### src/sv/fdrt_pkg.sv
// Shared constants, configuration register codes and the configuration
// bundle for the frame damage rectangle tracker. No dependencies.
package fdrt_pkg;

    // Parameter defaults
    localparam int DEF_MAX_ROW_BYTES = 8192;
    localparam int DEF_MAX_ROWS      = 4096;
    localparam int DEF_MAX_RECTS     = 16;
    localparam int QUEUE_DEPTH       = 4;

    // Register and port widths
    localparam int ROW_BYTES_W   = 14;
    localparam int PIXEL_BYTES_W = 3;
    localparam int FRAME_ROWS_W  = 13;
    localparam int BAND_FLAGS_W  = 2;
    localparam int BAND_ROW_W    = 13;
    localparam int CFG_DATA_W    = 14;
    localparam int CFG_IDX_W     = 3;
    localparam int BYTE_W        = 8;
    localparam int LEFT_W        = 14;
    localparam int RIGHT_W       = 14;
    localparam int TOP_W         = 12;
    localparam int BOTTOM_W      = 13;
    localparam int MAX_PIX_BYTES = 4;

    localparam int BAND_CLIP_BIT = 0;
    localparam int BAND_ANIM_BIT = 1;

    // Reset values
    localparam logic [ROW_BYTES_W-1:0]   RST_ROW_BYTES   = ROW_BYTES_W'(4096);
    localparam logic [PIXEL_BYTES_W-1:0] RST_PIXEL_BYTES = PIXEL_BYTES_W'(4);
    localparam logic [FRAME_ROWS_W-1:0]  RST_FRAME_ROWS  = FRAME_ROWS_W'(768);
    localparam logic [BAND_FLAGS_W-1:0]  RST_BAND_FLAGS  = '0;
    localparam logic [BAND_ROW_W-1:0]    RST_CLIP_TOP    = '0;
    localparam logic [BAND_ROW_W-1:0]    RST_CLIP_BOTTOM = BAND_ROW_W'(4096);
    localparam logic [BAND_ROW_W-1:0]    RST_ANIM_TOP    = '0;
    localparam logic [BAND_ROW_W-1:0]    RST_ANIM_BOTTOM = '0;

    typedef enum logic [CFG_IDX_W-1:0] {
        REG_ROW_BYTES   = 3'd0,
        REG_PIXEL_BYTES = 3'd1,
        REG_FRAME_ROWS  = 3'd2,
        REG_BAND_FLAGS  = 3'd3,
        REG_CLIP_TOP    = 3'd4,
        REG_CLIP_BOTTOM = 3'd5,
        REG_ANIM_TOP    = 3'd6,
        REG_ANIM_BOTTOM = 3'd7
    } cfg_reg_t;

    typedef struct packed {
        logic [ROW_BYTES_W-1:0]   row_bytes;
        logic [PIXEL_BYTES_W-1:0] pixel_bytes;
        logic [FRAME_ROWS_W-1:0]  frame_rows;
        logic [BAND_FLAGS_W-1:0]  band_flags;
        logic [BAND_ROW_W-1:0]    clip_top;
        logic [BAND_ROW_W-1:0]    clip_bottom;
        logic [BAND_ROW_W-1:0]    anim_top;
        logic [BAND_ROW_W-1:0]    anim_bottom;
    } cfg_t;

endpackage

### src/sv/fdrt_queue.sv
// Small valid/ready FIFO between the row classifier and the rectangle merger.
// Generic over data width and depth; no package dependency.
module fdrt_queue #(
    parameter int W     = 8,
    parameter int DEPTH = 4
) (
    input  logic         aclk,
    input  logic         aresetn,
    input  logic         in_valid,
    output logic         in_ready,
    input  logic [W-1:0] in_data,
    output logic         out_valid,
    input  logic         out_ready,
    output logic [W-1:0] out_data
);
    localparam int PTR_W = (DEPTH > 1) ? $clog2(DEPTH) : 1;
    localparam int CNT_W = $clog2(DEPTH + 1);

    logic [W-1:0]     slot_reg [DEPTH];
    logic [PTR_W-1:0] wr_ptr_reg, wr_ptr_next;
    logic [PTR_W-1:0] rd_ptr_reg, rd_ptr_next;
    logic [CNT_W-1:0] cnt_reg, cnt_next;
    logic             push, pop;

    assign in_ready  = (cnt_reg != CNT_W'(DEPTH));
    assign out_valid = (cnt_reg != '0);
    assign out_data  = slot_reg[rd_ptr_reg];
    assign push      = in_valid && in_ready;
    assign pop       = out_valid && out_ready;

    always_comb begin
        wr_ptr_next = wr_ptr_reg;
        rd_ptr_next = rd_ptr_reg;
        cnt_next    = cnt_reg;
        if (push) begin
            wr_ptr_next = (wr_ptr_reg == PTR_W'(DEPTH - 1)) ? '0 : wr_ptr_reg + PTR_W'(1);
        end
        if (pop) begin
            rd_ptr_next = (rd_ptr_reg == PTR_W'(DEPTH - 1)) ? '0 : rd_ptr_reg + PTR_W'(1);
        end
        if (push && !pop) begin
            cnt_next = cnt_reg + CNT_W'(1);
        end else if (pop && !push) begin
            cnt_next = cnt_reg - CNT_W'(1);
        end
    end

    always_ff @(posedge aclk) begin
        if (!aresetn) begin
            wr_ptr_reg <= '0;
            rd_ptr_reg <= '0;
            cnt_reg    <= '0;
        end else begin
            wr_ptr_reg <= wr_ptr_next;
            rd_ptr_reg <= rd_ptr_next;
            cnt_reg    <= cnt_next;
        end
    end

    always_ff @(posedge aclk) begin
        if (push) begin
            slot_reg[wr_ptr_reg] <= in_data;
        end
    end

endmodule

### src/sv/fdrt_front.sv
// Front end: counts byte/pixel/row position, tracks per-row damage span and
// band membership, and pushes one row record per row. Uses fdrt_pkg.
module fdrt_front #(
    parameter  int MAX_ROW_BYTES = 8192,
    parameter  int MAX_ROWS      = 4096,
    localparam int COL_W         = $clog2(MAX_ROW_BYTES),
    localparam int ROW_W         = $clog2(MAX_ROWS),
    localparam int REC_W         = ROW_W + 2 * COL_W + 3
) (
    input  logic                 aclk,
    input  logic                 aresetn,
    input  fdrt_pkg::cfg_t       cfg,
    input  logic                 s_valid,
    output logic                 s_ready,
    input  logic [7:0]           s_new_byte,
    input  logic [7:0]           s_old_byte,
    input  logic                 s_force_all,
    output logic                 rec_valid,
    input  logic                 rec_ready,
    output logic [REC_W-1:0]     rec_data
);
    import fdrt_pkg::*;

    localparam int RB_W  = (COL_W + 1 > ROW_BYTES_W) ? COL_W + 1 : ROW_BYTES_W;
    localparam int NR_W  = (ROW_W + 1 > FRAME_ROWS_W) ? ROW_W + 1 : FRAME_ROWS_W;
    localparam int CMP_W = (ROW_W > BAND_ROW_W) ? ROW_W : BAND_ROW_W;

    typedef struct packed {
        logic [ROW_W-1:0] row;
        logic             damaged;
        logic [COL_W-1:0] left;
        logic [COL_W:0]   right;
        logic             frame_end;
    } row_rec_t;

    logic [COL_W-1:0] byte_col_reg, byte_col_next;
    logic [COL_W-1:0] pix_col_reg, pix_col_next;
    logic [1:0]       bip_reg, bip_next;
    logic [ROW_W-1:0] row_idx_reg, row_idx_next;
    logic             row_changed_reg, row_forced_reg;
    logic [COL_W-1:0] first_reg, last_reg;

    logic [RB_W-1:0]          rb_raw, rb_lim;
    logic [PIXEL_BYTES_W-1:0] bpp_lim;
    logic [NR_W-1:0]          nr_raw, rows_lim;
    logic [CMP_W-1:0]         row_c;
    logic                     row_end, pix_end, frame_end;
    logic                     in_clip, in_anim, in_band;
    logic                     col0, diff, forced_eff, changed_eff;
    logic [COL_W-1:0]         first_eff, last_eff;
    logic                     accept;
    row_rec_t                 rec;

    always_comb begin
        // effective sizes: zero acts as one, oversize clamps
        rb_raw = RB_W'(cfg.row_bytes);
        if (cfg.row_bytes == '0) begin
            rb_lim = RB_W'(1);
        end else if (rb_raw > RB_W'(MAX_ROW_BYTES)) begin
            rb_lim = RB_W'(MAX_ROW_BYTES);
        end else begin
            rb_lim = rb_raw;
        end

        if (cfg.pixel_bytes == '0) begin
            bpp_lim = PIXEL_BYTES_W'(1);
        end else if (cfg.pixel_bytes > PIXEL_BYTES_W'(MAX_PIX_BYTES)) begin
            bpp_lim = PIXEL_BYTES_W'(MAX_PIX_BYTES);
        end else begin
            bpp_lim = cfg.pixel_bytes;
        end

        nr_raw = NR_W'(cfg.frame_rows);
        if (cfg.frame_rows == '0) begin
            rows_lim = NR_W'(1);
        end else if (nr_raw > NR_W'(MAX_ROWS)) begin
            rows_lim = NR_W'(MAX_ROWS);
        end else begin
            rows_lim = nr_raw;
        end

        row_end   = (RB_W'(byte_col_reg) + RB_W'(1)) >= rb_lim;
        pix_end   = (PIXEL_BYTES_W'(bip_reg) + PIXEL_BYTES_W'(1)) >= bpp_lim;
        frame_end = (NR_W'(row_idx_reg) + NR_W'(1)) >= rows_lim;

        row_c   = CMP_W'(row_idx_reg);
        in_clip = (row_c >= CMP_W'(cfg.clip_top)) && (row_c < CMP_W'(cfg.clip_bottom));
        in_anim = cfg.band_flags[BAND_ANIM_BIT] && (row_c >= CMP_W'(cfg.anim_top))
                  && (row_c < CMP_W'(cfg.anim_bottom));
        in_band = !cfg.band_flags[BAND_CLIP_BIT] || in_clip || in_anim;

        // row state as seen with this byte included
        col0        = (byte_col_reg == '0);
        diff        = (s_new_byte != s_old_byte);
        forced_eff  = col0 ? s_force_all : row_forced_reg;
        changed_eff = (!col0 && row_changed_reg) || diff;
        first_eff   = (diff && (col0 || !row_changed_reg)) ? pix_col_reg : first_reg;
        last_eff    = diff ? pix_col_reg : last_reg;

        rec.row       = row_idx_reg;
        rec.damaged   = forced_eff || (in_band && changed_eff);
        rec.left      = forced_eff ? '0 : first_eff;
        rec.right     = forced_eff ? ({1'b0, pix_col_reg} + (COL_W + 1)'(1))
                                   : ({1'b0, last_eff} + (COL_W + 1)'(1));
        rec.frame_end = frame_end;
    end

    assign s_ready   = rec_ready || !row_end;
    assign rec_valid = s_valid && row_end;
    assign rec_data  = rec;
    assign accept    = s_valid && s_ready;

    always_comb begin
        byte_col_next = byte_col_reg;
        pix_col_next  = pix_col_reg;
        bip_next      = bip_reg;
        row_idx_next  = row_idx_reg;
        if (row_end) begin
            byte_col_next = '0;
            pix_col_next  = '0;
            bip_next      = '0;
            row_idx_next  = frame_end ? '0 : row_idx_reg + ROW_W'(1);
        end else begin
            byte_col_next = byte_col_reg + COL_W'(1);
            if (pix_end) begin
                bip_next     = '0;
                pix_col_next = pix_col_reg + COL_W'(1);
            end else begin
                bip_next = bip_reg + 2'd1;
            end
        end
    end

    always_ff @(posedge aclk) begin
        if (!aresetn) begin
            byte_col_reg    <= '0;
            pix_col_reg     <= '0;
            bip_reg         <= '0;
            row_idx_reg     <= '0;
            row_changed_reg <= 1'b0;
            row_forced_reg  <= 1'b0;
            first_reg       <= '0;
            last_reg        <= '0;
        end else if (accept) begin
            byte_col_reg    <= byte_col_next;
            pix_col_reg     <= pix_col_next;
            bip_reg         <= bip_next;
            row_idx_reg     <= row_idx_next;
            row_changed_reg <= changed_eff;
            row_forced_reg  <= forced_eff;
            first_reg       <= first_eff;
            last_reg        <= last_eff;
        end
    end

endmodule

### src/sv/fdrt_back.sv
// Back end: merges row records into rectangles, keeps closed rectangles in a
// small memory and emits them at frame end. Uses fdrt_pkg.
module fdrt_back #(
    parameter  int MAX_ROW_BYTES = 8192,
    parameter  int MAX_ROWS      = 4096,
    parameter  int MAX_RECTS     = 16,
    localparam int COL_W         = $clog2(MAX_ROW_BYTES),
    localparam int ROW_W         = $clog2(MAX_ROWS),
    localparam int REC_W         = ROW_W + 2 * COL_W + 3
) (
    input  logic                          aclk,
    input  logic                          aresetn,
    input  logic                          rec_valid,
    output logic                          rec_ready,
    input  logic [REC_W-1:0]              rec_data,
    output logic                          m_valid,
    input  logic                          m_ready,
    output logic [fdrt_pkg::LEFT_W-1:0]   m_rect_left,
    output logic [fdrt_pkg::RIGHT_W-1:0]  m_rect_right,
    output logic [fdrt_pkg::TOP_W-1:0]    m_rect_top,
    output logic [fdrt_pkg::BOTTOM_W-1:0] m_rect_bottom,
    output logic                          m_rect_valid,
    output logic                          m_last_rect
);
    import fdrt_pkg::*;

    localparam int CNT_W = $clog2(MAX_RECTS + 1);
    localparam int IDX_W = (MAX_RECTS > 1) ? $clog2(MAX_RECTS) : 1;

    typedef struct packed {
        logic [ROW_W-1:0] row;
        logic             damaged;
        logic [COL_W-1:0] left;
        logic [COL_W:0]   right;
        logic             frame_end;
    } row_rec_t;

    typedef struct packed {
        logic [COL_W-1:0] left;
        logic [COL_W:0]   right;
        logic [ROW_W-1:0] top;
        logic [ROW_W:0]   bottom;
    } rect_t;

    typedef enum logic [3:0] {
        ST_RUN  = 4'b0001,
        ST_RD   = 4'b0010,
        ST_PUT  = 4'b0100,
        ST_LAST = 4'b1000
    } back_state_t;

    back_state_t      state_reg, state_next;
    logic [CNT_W-1:0] cnt_reg, cnt_next;
    logic             run_open_reg, run_open_next;
    rect_t            cur_reg, cur_next;
    logic [IDX_W-1:0] emit_idx_reg, emit_idx_next;
    rect_t            out_rect_reg, out_rect_next;
    logic             out_flag_reg, out_flag_next;
    logic             out_last_reg, out_last_next;
    logic             m_valid_reg, m_valid_next;

    rect_t            rect_mem [MAX_RECTS];
    rect_t            rd_data_reg;
    logic             wr_en, rd_en;
    logic [IDX_W-1:0] wr_addr, rd_addr;
    logic [CNT_W-1:0] cnt_m1;

    row_rec_t         rec;
    logic             pop, out_free, put_done;
    logic [ROW_W:0]   bottom_new;

    assign rec       = row_rec_t'(rec_data);
    assign rec_ready = (state_reg == ST_RUN);
    assign pop       = rec_valid && rec_ready;
    assign out_free  = !m_valid_reg || m_ready;
    assign cnt_m1    = cnt_reg - CNT_W'(1);
    assign wr_addr   = cnt_m1[IDX_W-1:0];
    assign bottom_new = {1'b0, rec.row} + (ROW_W + 1)'(1);
    // last stored entry is index count-2; the open one sits in cur_reg
    assign put_done  = ((CNT_W + 1)'(emit_idx_reg) + (CNT_W + 1)'(2))
                       == (CNT_W + 1)'(cnt_reg);

    always_comb begin
        state_next    = state_reg;
        cnt_next      = cnt_reg;
        run_open_next = run_open_reg;
        cur_next      = cur_reg;
        emit_idx_next = emit_idx_reg;
        out_rect_next = out_rect_reg;
        out_flag_next = out_flag_reg;
        out_last_next = out_last_reg;
        m_valid_next  = m_valid_reg && !m_ready;
        wr_en         = 1'b0;
        rd_en         = 1'b0;
        rd_addr       = emit_idx_reg;

        case (state_reg)
            ST_RUN: begin
                if (pop) begin
                    if (rec.damaged) begin
                        if (!run_open_reg && (cnt_reg < CNT_W'(MAX_RECTS))) begin
                            wr_en           = (cnt_reg != '0);
                            cur_next.left   = rec.left;
                            cur_next.right  = rec.right;
                            cur_next.top    = rec.row;
                            cur_next.bottom = bottom_new;
                            cnt_next        = cnt_reg + CNT_W'(1);
                        end else if (cnt_reg != '0) begin
                            if (rec.left < cur_reg.left) begin
                                cur_next.left = rec.left;
                            end
                            if (rec.right > cur_reg.right) begin
                                cur_next.right = rec.right;
                            end
                            cur_next.bottom = bottom_new;
                        end
                        run_open_next = 1'b1;
                    end else begin
                        run_open_next = 1'b0;
                    end
                    if (rec.frame_end) begin
                        run_open_next = 1'b0;
                        emit_idx_next = '0;
                        state_next    = ((CNT_W + 1)'(cnt_next) >= (CNT_W + 1)'(2))
                                        ? ST_RD : ST_LAST;
                    end
                end
            end
            ST_RD: begin
                rd_en      = 1'b1;
                state_next = ST_PUT;
            end
            ST_PUT: begin
                if (out_free) begin
                    m_valid_next  = 1'b1;
                    out_rect_next = rd_data_reg;
                    out_flag_next = 1'b1;
                    out_last_next = 1'b0;
                    if (put_done) begin
                        state_next = ST_LAST;
                    end else begin
                        emit_idx_next = emit_idx_reg + IDX_W'(1);
                        rd_en         = 1'b1;
                        rd_addr       = emit_idx_reg + IDX_W'(1);
                    end
                end
            end
            ST_LAST: begin
                if (out_free) begin
                    m_valid_next  = 1'b1;
                    out_rect_next = (cnt_reg != '0) ? cur_reg : '0;
                    out_flag_next = (cnt_reg != '0);
                    out_last_next = 1'b1;
                    cnt_next      = '0;
                    state_next    = ST_RUN;
                end
            end
            default: begin
                state_next = ST_RUN;
            end
        endcase
    end

    always_ff @(posedge aclk) begin
        if (!aresetn) begin
            state_reg    <= ST_RUN;
            cnt_reg      <= '0;
            run_open_reg <= 1'b0;
            emit_idx_reg <= '0;
            m_valid_reg  <= 1'b0;
        end else begin
            state_reg    <= state_next;
            cnt_reg      <= cnt_next;
            run_open_reg <= run_open_next;
            emit_idx_reg <= emit_idx_next;
            m_valid_reg  <= m_valid_next;
        end
    end

    always_ff @(posedge aclk) begin
        cur_reg      <= cur_next;
        out_rect_reg <= out_rect_next;
        out_flag_reg <= out_flag_next;
        out_last_reg <= out_last_next;
    end

    // closed rectangles; the open one stays in cur_reg
    always_ff @(posedge aclk) begin
        if (wr_en) begin
            rect_mem[wr_addr] <= cur_reg;
        end
        if (rd_en) begin
            rd_data_reg <= rect_mem[rd_addr];
        end
    end

    assign m_valid       = m_valid_reg;
    assign m_rect_left   = LEFT_W'(out_rect_reg.left);
    assign m_rect_right  = RIGHT_W'(out_rect_reg.right);
    assign m_rect_top    = TOP_W'(out_rect_reg.top);
    assign m_rect_bottom = BOTTOM_W'(out_rect_reg.bottom);
    assign m_rect_valid  = out_flag_reg;
    assign m_last_rect   = out_last_reg;

endmodule

### src/sv/frame_damage_rect_tracker.sv
// Frame damage rectangle tracker: top level with configuration registers,
// front end, row queue and back end. Uses fdrt_pkg, fdrt_front, fdrt_queue, fdrt_back.
//
// Usage:
//  - Input channel (s_*): one item per byte of the frame in raster order, new
//    byte, previous-frame byte and force_all (looked at on a row's first byte).
//    Accepted when s_valid and s_ready are high at a clock edge.
//  - Result channel (m_*): at frame end, one item per damage rectangle, in
//    order of rows, with m_last_rect on the final one; a frame with no damage
//    gives one item with m_rect_valid low.
//  - Config port: cfg_wr_en writes cfg_wr_data into register cfg_wr_index on
//    the clock edge, no wait. Write only while the block is idle.
//  - Throughput: one byte per cycle while the back end keeps up: it takes row
//    records while running but none while it emits a frame's results, so
//    only very short frames run slower and back up through the 4-entry queue.
//  - Latency: a frame's first result passes the row queue, the rectangle
//    memory read (skipped with at most one rectangle) and the result register;
//    later ones follow one per cycle while m_ready is high (single read port).
//  - While results drain, the back end takes no row records; the queue lets
//    the front end keep taking bytes until four rows have finished.
//  - A stalled receiver holds the result register; the stall reaches the
//    input only once the queue is full.
//  - Synchronous reset (aresetn low) clears counters, queue and output valid, reloads registers.
module frame_damage_rect_tracker #(
    parameter int MAX_ROW_BYTES = fdrt_pkg::DEF_MAX_ROW_BYTES,
    parameter int MAX_ROWS      = fdrt_pkg::DEF_MAX_ROWS,
    parameter int MAX_RECTS     = fdrt_pkg::DEF_MAX_RECTS
) (
    input  logic                            aclk,
    input  logic                            aresetn,
    // configuration write port
    input  logic                            cfg_wr_en,
    input  logic [fdrt_pkg::CFG_IDX_W-1:0]  cfg_wr_index,
    input  logic [fdrt_pkg::CFG_DATA_W-1:0] cfg_wr_data,
    // byte stream
    input  logic                            s_valid,
    output logic                            s_ready,
    input  logic [fdrt_pkg::BYTE_W-1:0]     s_new_byte,
    input  logic [fdrt_pkg::BYTE_W-1:0]     s_old_byte,
    input  logic                            s_force_all,
    // rectangles
    output logic                            m_valid,
    input  logic                            m_ready,
    output logic [fdrt_pkg::LEFT_W-1:0]     m_rect_left,
    output logic [fdrt_pkg::RIGHT_W-1:0]    m_rect_right,
    output logic [fdrt_pkg::TOP_W-1:0]      m_rect_top,
    output logic [fdrt_pkg::BOTTOM_W-1:0]   m_rect_bottom,
    output logic                            m_rect_valid,
    output logic                            m_last_rect
);
    import fdrt_pkg::*;

    localparam int COL_W = $clog2(MAX_ROW_BYTES);
    localparam int ROW_W = $clog2(MAX_ROWS);
    localparam int REC_W = ROW_W + 2 * COL_W + 3;

    cfg_t cfg_reg;

    logic             fr_valid, fr_ready;
    logic [REC_W-1:0] fr_data;
    logic             bk_valid, bk_ready;
    logic [REC_W-1:0] bk_data;

    // configuration registers, each masked to its width
    always_ff @(posedge aclk) begin
        if (!aresetn) begin
            cfg_reg.row_bytes   <= RST_ROW_BYTES;
            cfg_reg.pixel_bytes <= RST_PIXEL_BYTES;
            cfg_reg.frame_rows  <= RST_FRAME_ROWS;
            cfg_reg.band_flags  <= RST_BAND_FLAGS;
            cfg_reg.clip_top    <= RST_CLIP_TOP;
            cfg_reg.clip_bottom <= RST_CLIP_BOTTOM;
            cfg_reg.anim_top    <= RST_ANIM_TOP;
            cfg_reg.anim_bottom <= RST_ANIM_BOTTOM;
        end else if (cfg_wr_en) begin
            case (cfg_reg_t'(cfg_wr_index))
                REG_ROW_BYTES:   cfg_reg.row_bytes   <= cfg_wr_data[ROW_BYTES_W-1:0];
                REG_PIXEL_BYTES: cfg_reg.pixel_bytes <= cfg_wr_data[PIXEL_BYTES_W-1:0];
                REG_FRAME_ROWS:  cfg_reg.frame_rows  <= cfg_wr_data[FRAME_ROWS_W-1:0];
                REG_BAND_FLAGS:  cfg_reg.band_flags  <= cfg_wr_data[BAND_FLAGS_W-1:0];
                REG_CLIP_TOP:    cfg_reg.clip_top    <= cfg_wr_data[BAND_ROW_W-1:0];
                REG_CLIP_BOTTOM: cfg_reg.clip_bottom <= cfg_wr_data[BAND_ROW_W-1:0];
                REG_ANIM_TOP:    cfg_reg.anim_top    <= cfg_wr_data[BAND_ROW_W-1:0];
                REG_ANIM_BOTTOM: cfg_reg.anim_bottom <= cfg_wr_data[BAND_ROW_W-1:0];
                default: begin
                end
            endcase
        end
    end

    // byte counting and per-row classification
    fdrt_front #(
        .MAX_ROW_BYTES (MAX_ROW_BYTES),
        .MAX_ROWS      (MAX_ROWS)
    ) u_front (
        .aclk        (aclk),
        .aresetn     (aresetn),
        .cfg         (cfg_reg),
        .s_valid     (s_valid),
        .s_ready     (s_ready),
        .s_new_byte  (s_new_byte),
        .s_old_byte  (s_old_byte),
        .s_force_all (s_force_all),
        .rec_valid   (fr_valid),
        .rec_ready   (fr_ready),
        .rec_data    (fr_data)
    );

    // row records wait here while the back end emits a frame
    fdrt_queue #(
        .W     (REC_W),
        .DEPTH (QUEUE_DEPTH)
    ) u_queue (
        .aclk      (aclk),
        .aresetn   (aresetn),
        .in_valid  (fr_valid),
        .in_ready  (fr_ready),
        .in_data   (fr_data),
        .out_valid (bk_valid),
        .out_ready (bk_ready),
        .out_data  (bk_data)
    );

    // run merging, rectangle store and result output
    fdrt_back #(
        .MAX_ROW_BYTES (MAX_ROW_BYTES),
        .MAX_ROWS      (MAX_ROWS),
        .MAX_RECTS     (MAX_RECTS)
    ) u_back (
        .aclk          (aclk),
        .aresetn       (aresetn),
        .rec_valid     (bk_valid),
        .rec_ready     (bk_ready),
        .rec_data      (bk_data),
        .m_valid       (m_valid),
        .m_ready       (m_ready),
        .m_rect_left   (m_rect_left),
        .m_rect_right  (m_rect_right),
        .m_rect_top    (m_rect_top),
        .m_rect_bottom (m_rect_bottom),
        .m_rect_valid  (m_rect_valid),
        .m_last_rect   (m_last_rect)
    );

endmodule

### config.mk
export PLATFORM = sky130hd
export DESIGN_NAME = frame_damage_rect_tracker
export DESIGN_NICKNAME = d
export VERILOG_FILES = /design/src/sv/fdrt_pkg.sv /design/src/sv/fdrt_queue.sv /design/src/sv/fdrt_front.sv /design/src/sv/fdrt_back.sv /design/src/sv/frame_damage_rect_tracker.sv
export SDC_FILE = /design/constraint.sdc
export NUM_CORES = 2
export LEC_CHECK = 0
export BUFFER_PORTS_ARGS = -buffer_cell sky130_fd_sc_hd__buf_2
export CORE_UTILIZATION = 25
export CTS_CLUSTER_SIZE = 28
export DETAILED_ROUTE_END_ITERATION = 8
export PLACE_DENSITY = 0.4
export SLEW_MARGIN = 20
export SYNTH_ARGS = -nofsm -noshare
export SYNTH_HDL_FRONTEND = slang
export SYNTH_SLANG_ARGS = --single-unit
### constraint.sdc
create_clock -name aclk -period 9.2 [get_ports aclk]
set_clock_uncertainty 0.1 [all_clocks]
set_input_delay 0.92 -clock aclk [delete_from_list [all_inputs] [get_ports aclk]]
set_output_delay 0.92 -clock aclk [all_outputs]
set_load 0.01 [all_outputs]
Yosys cells after proc, flatten, opt, wreduce, memory -nomap -nowiden
Memory sizes are Yosys's and may differ from the RTL's. A register that Yosys moved wholly into a read port is not among the register bits.
Index checks and enable logic that the tools add are counted.
{"block": "totals", "mem_bits_rw": 996, "mem_count": 2, "out_inout_bits": 57, "regBits": 280}
{"block": "op_classes", "n_reduce_logical": 65, "n_addsub": 18, "mux": 73, "eq_ne": 21, "n_lt_le_gt_ge": 14}
{"memory": "u_back.rect_mem", "words": 16, "word_bits": 52, "read_ports": 1, "rd_clocked_by_memory_dff": 1, "write_ports": 1, "line": "fdrt_back.sv:62", "rtl": "rect_t rect_mem [MAX_RECTS];"}
{"memory": "u_queue.slot_reg", "words": 4, "word_bits": 41, "read_ports": 1, "rd_clocked_by_memory_dff": 1, "write_ports": 1, "line": "fdrt_queue.sv:19", "rtl": "logic [W-1:0] slot_reg [DEPTH];"}
{"cell": "two-way mux 52 bit", "count": 3}
{"cell": "two-way mux 13 bit", "count": 11}
{"cell": "case mux 52 bit (2 select lines)", "count": 1}
{"cell": "two-way mux 14 bit", "count": 4}
{"cell": "two-way mux 27 bit", "count": 2}
{"cell": "two-way mux 4 bit", "count": 11}
{"cell": "adder 13 x 1 -> 14 bit (second input constant)", "count": 3}
{"cell": "two-way mux 5 bit", "count": 6}
{"cell": "adder 12 x 1 -> 13 bit (second input constant)", "count": 2}
{"cell": "adder 13 x 1 -> 13 bit (second input constant)", "count": 2}
{"cell": ">= comparator 12 x 13 -> 1 bit", "count": 2}
{"cell": "logical NOT 13 bit", "count": 2}
{"cell": "< comparator 12 x 13 -> 1 bit", "count": 2}
{"cell": "AND reduction 2 bit", "count": 11}
{"cell": "two-way mux 1 bit", "count": 18}
{"cell": "case mux 4 bit (4 select lines)", "count": 1}
{"cell": "nonzero test 2 bit", "count": 8}
{"cell": "AND reduction 5 bit", "count": 3}
{"cell": ">= comparator 14 bit", "count": 1}
{"cell": "greater-than comparator 14 bit", "count": 1}
{"cell": "greater-than comparator 14 bit (second input constant)", "count": 1}
{"cell": "logical AND 1 bit", "count": 14}
{"cell": "logical NOT 14 bit", "count": 1}
{"cell": ">= comparator 13 bit", "count": 1}
{"cell": "other kinds (42)", "count": 80}

Longest topological paths before layout
{"block": "depth", "depth_word": 11, "mapped_depth": 19}

Hierarchy
Synthesis repeated with hierarchy kept, for this count alone.
{"block": "unflattened", "hier_cells": 4119, "hier_area_um2": 61172.4}
{"module": "fdrt_back", "instances": 1, "area_per_inst_um2": 45307.2, "cells_per_inst": 2728, "seq_area_each_um2": 30028.8}
{"module": "fdrt_queue", "instances": 1, "area_per_inst_um2": 6392.4, "cells_per_inst": 266, "seq_area_each_um2": 5104.9}
{"module": "fdrt_front", "instances": 1, "area_per_inst_um2": 6339.8, "cells_per_inst": 823, "seq_area_each_um2": 1361.3}
{"module": "frame_damage_rect_tracker", "instances": 1, "area_per_inst_um2": 3133.0, "cells_per_inst": 302, "seq_area_each_um2": 1681.6}

Worst setup path after synthesis
No wires, ideal clock.
{"block": "synth_path", "path_kind": "input to register", "start": "input m_ready", "end": "register u_back.rd_data_reg[0] (netlist name)", "path_slack_ps": 3734, "required_ps": 8574, "path_buffers": 0, "t_arrival_ps": 4840, "path_stages": 4, "cell_sequence": "nor2b_1 > nor2_1 > a21oi_1 > nor3_1"}
{"block": "synth_via", "elab_chain_cells": 3, "word_cells_on_any_way": 5, "cone_classes": "4 x mux; 1 x reduce/logical"}
{"item": "start, declared", "line": "frame_damage_rect_tracker.sv:43", "rtl": "input logic m_ready,"}
{"item": "logical OR 1 bit", "line": "fdrt_back.sv:75", "rtl": "assign out_free = !m_valid_reg || m_ready;"}
{"item": "two-way mux 1 bit", "line": "fdrt_back.sv:134", "rtl": "if (out_free) begin"}
{"item": "case mux 1 bit (2 select lines)", "line": "fdrt_back.sv:97", "rtl": "case (state_reg)"}
{"item": "named net u_back.rd_en", "line": "fdrt_back.sv:64", "rtl": "logic wr_en, rd_en;"}
The timed path passes the listed nets, and every way through them passes these cells.
A chain may end at the register's enable or synchronous reset.

Final worst setup path
{"block": "layout_path", "start": "register u_front.byte_col_reg[2]", "end": "register u_front.last_reg[10]"}
{"block": "layout_via", "elab_chain_cells": 5}
{"item": "start, declared", "line": "fdrt_front.sv:36", "rtl": "logic [COL_W-1:0] byte_col_reg, byte_col_next;"}
{"item": "start signal, assigned", "line": "fdrt_front.sv:145", "rtl": "byte_col_reg <= byte_col_next;"}
{"item": "adder 13 x 1 -> 14 bit", "line": "fdrt_front.sv:82", "rtl": "row_end = (RB_W'(byte_col_reg) + RB_W'(1)) >= rb_lim;"}
{"item": ">= comparator 14 bit", "line": "fdrt_front.sv:82"}
{"item": "logical NOT 1 bit", "line": "fdrt_front.sv:108", "rtl": "assign s_ready = rec_ready || !row_end;"}
{"item": "logical OR 1 bit", "line": "fdrt_front.sv:108"}
{"item": "logical AND 1 bit", "line": "fdrt_front.sv:111", "rtl": "assign accept = s_valid && s_ready;"}
{"item": "end signal, assigned", "line": "fdrt_front.sv:152", "rtl": "last_reg <= last_eff;"}
{"item": "end, declared", "line": "fdrt_front.sv:41", "rtl": "logic [COL_W-1:0] first_reg, last_reg;"}
Every way passes these cells.

==> metrics.txt <==
Worst R2R Start=u_front.byte_col_reg[2]; leading area contributor after synthesis=edfxtp_1; largest net degree at the start of global routing=roughly 170; Post-Layout Cell Count=about 8700; layout net count=~5400; met1 WL=102 mm; peak supply drop=around 0.00014 V; Seq cells post-synth=approximately 1300; Syn Nets=around 5400; period utilization=0.591; Ports=96; switching share of power=0.265; Critical Path RT=around 10 ns; CTS Sinks=about 1300; CORE AREA=between 200000 and 300000 um^2; min-delay src=cfg_wr_data[13]; Post-synth EDFFs=between 1000 and 1500; crit path DAT=between 5 and 6 ns; Pint=roughly 11 mW; dpl hpwl=between 100 and 150 mm; Hold Path Depth=3; CTS buffer count=around 160; wire per inst=about 26 um; startpoint types=flop; Inst Count DP=8411; Synth Warn #=0; postcts setup bufs=0; R2R cell count=13; worst slack, placed=approximately 3.8 ns; CTS tree=done; Die Span Y=about 500 um; Post-Syn Instances=5248; die area=around 250000 um^2; Via-to-Cell Ratio=approximately 5.2; initial core utilization=0.251; pins over their slew limit=0; Hold Vio Cnt, Final=0; Comb pwr share=0.085; post-synth top area share=0.549; initial DRC count=~4500; Die W=504 um; gr usage total=0.169; ys flop type=edfxtp_1; Largest register FFs=~830; DR top layer=met5; sequential share of power=0.511; post-cts sizing count=0; clock share of power=0.404; met3 routed WL=13.6 mm; RSZ-0062 raised after global routing=no; PortBufs=94; antenna violations before repair=9; Post-Route WL=223 mm; endpoints failing setup=0; count of cell types in the netlist=80; gr ovfl total=0; Residual DRC=0; clock transition at the registers of the reported paths=0.06 ns; Worst-Skew Late Latency=roughly 0.8 ns; Tightest Pin Transition=between 1 and 1.5 ns; Area Growth Syn to Fin=14.7%; worst min path class=in2reg; # rows=approximately 180; final hold slack=between 0.2 and 0.3 ns; dpl cell area=67500 um^2; clock tree buffer depth=3; syn avg cell area=roughly 12 um^2; register area share after synthesis=0.605; max cap viols=0; drt pass-1 iters=6; Post-Syn Area=roughly 63000 um^2; critical path peak fanout=18; highest clock rate=~180 MHz; routability cong.=just under 0.8; NetSw=around 4 mW; metal2 WL=~100 mm; post-route design area=~72000 um^2; worst setup margin=~3.8 ns; routed vias=45500; Final TNS setup=0 ns; H-Tree Depth=4; vias in the first global route=roughly 44000; post-layout util=0.288; top post-synthesis cells by area=edfxtp_1 (55%), dfxtp_1 (5.6%), a21oi_1 (4.6%); CTS root buf=clkbuf_16; CTS hold repair buffers=0; critical path type=reg2reg; RR Endpoint=u_front.last_reg[10]; outcome=finished, final reports clean; worst hold endpoint=cfg_reg[83]; Final Critical Period=between 5 and 6 ns; share of cells above drive strength 1=0.119; Slew HR=0.267; Tot Pwr=about 15 mW; first-pass GRT wire length=~320 mm; PwrDens=approximately 210 nW/um^2; Async SR Flop Fraction=0; crit path capture type=flop; ANT nets after route=0; Lkg Pwr=about 23 nW; r2r setup slk=~3.8 ns
## layout by cell type (no fill, tap or decap), types with 36 or more instances in the layout
cell type / count
o2111ai_1: 45
nor4_1: 46
o221ai_1: 89
o221a_2: 36
a221oi_1: 38
buf_2: 94
ha_1: 122
nor3_1: 46
mux2i_1: 260
o21ai_0: 297
nor2_1: 136
inv_1: 139
a21oi_1: 576
dfxtp_1: 172
edfxtp_1: 1154
xor2_1: 37
o211ai_1: 61
o22ai_1: 112
nand2_1: 617
nand3_1: 157
mux4_2: 93
clkinv_1: 41
clkbuf_16: 159
a31oi_1: 82
a22o_1: 127
buf_4: 106
## critical path, stage by stage (launching register included)
cell and delay (ns):
dfxtp_1 0.44, nand3_1 0.18, nor2_1 0.19, and3_1 0.25, and3_1 0.27, xor2_1 0.19, ha_1 0.26, a2111oi_0 0.86
o211ai_1 0.31, a31oi_2 0.91, buf_4 0.37, nand2b_1 0.54, mux2i_1 0.34, nor2_1 0.06
## worst max-delay path by stage
stage	start	end	slack (ns)	cells past startpoint
6_report	u_front.byte_col_reg[2]	u_front.last_reg[10]	3.76	13
5_1_grt	u_front.byte_col_reg[2]	u_front.last_reg[10]	3.29	13
4_1_cts	u_front.byte_col_reg[2]	u_front.last_reg[9]	3.84	13
3_5_place_dp	m_ready	u_back.rd_data_reg[13]	3.80	10
3_3_place_gp	m_ready	u_back.rd_data_reg[13]	3.92	10
2_1_floorplan	m_ready	u_back.rd_data_reg[0]	3.73	4
## layer usage
layer,track usage,up-vias
met5,0,-
met4,0.0434,2
met3,0.0275,334
met2,0.270,1684
met1,0.237,23100
li1,-,20400
## Yosys cell counts, types with 61 or more instances
cell type  count
o22ai_1      113
edfxtp_1    1154
mux2i_1      261
a31oi_1       83
a22o_1       128
clkbuf_1     316
ha_1         123
o211ai_1      61
nor2_1       156
a21oi_1      578
o21ai_0      297
dfxtp_1      176
inv_1        139
mux4_2        93
nand3_1      159
nand2_1      623
o221ai_1      89
## logic make-up after synthesis
kind of cell	synth area share
AOI/OAI and AO/OA	0.169
DFF	0.605
and+or+nand+nor	0.0833
buffers and inverters	0.0333
muxes	0.0747
adders and majority gates	0.0247
xor gates and xnor gates	0.00985
other	0.0000594
## area by class of cell
type / instances / area, um^2
Timing Repair Buffer: 206 / 1390
Fill cell: 25400 / 179000
Sequential cell: 1330 / 38200
Multi-Input combinational cell: 3384 / 23200
Clock buffer: 196 / 4150
Inverter: 144 / 547
Clock inverter: 84 / 731
Antenna cell: 2 / 5.00
Tap cell: 3348 / 4190
## power groups by stage
stage	registers (mW)	logic (mW)	clock network, mW
2_1_floorplan	7.55	0.706	0
3_3_place_gp	7.79	1.28	0
3_5_place_dp	7.80	1.29	0
4_1_cts	7.67	1.29	6.22
5_1_grt	7.71	1.39	6.44
6_report	7.66	1.27	6.06
Note: power is estimated with default switching activity, not from simulation.
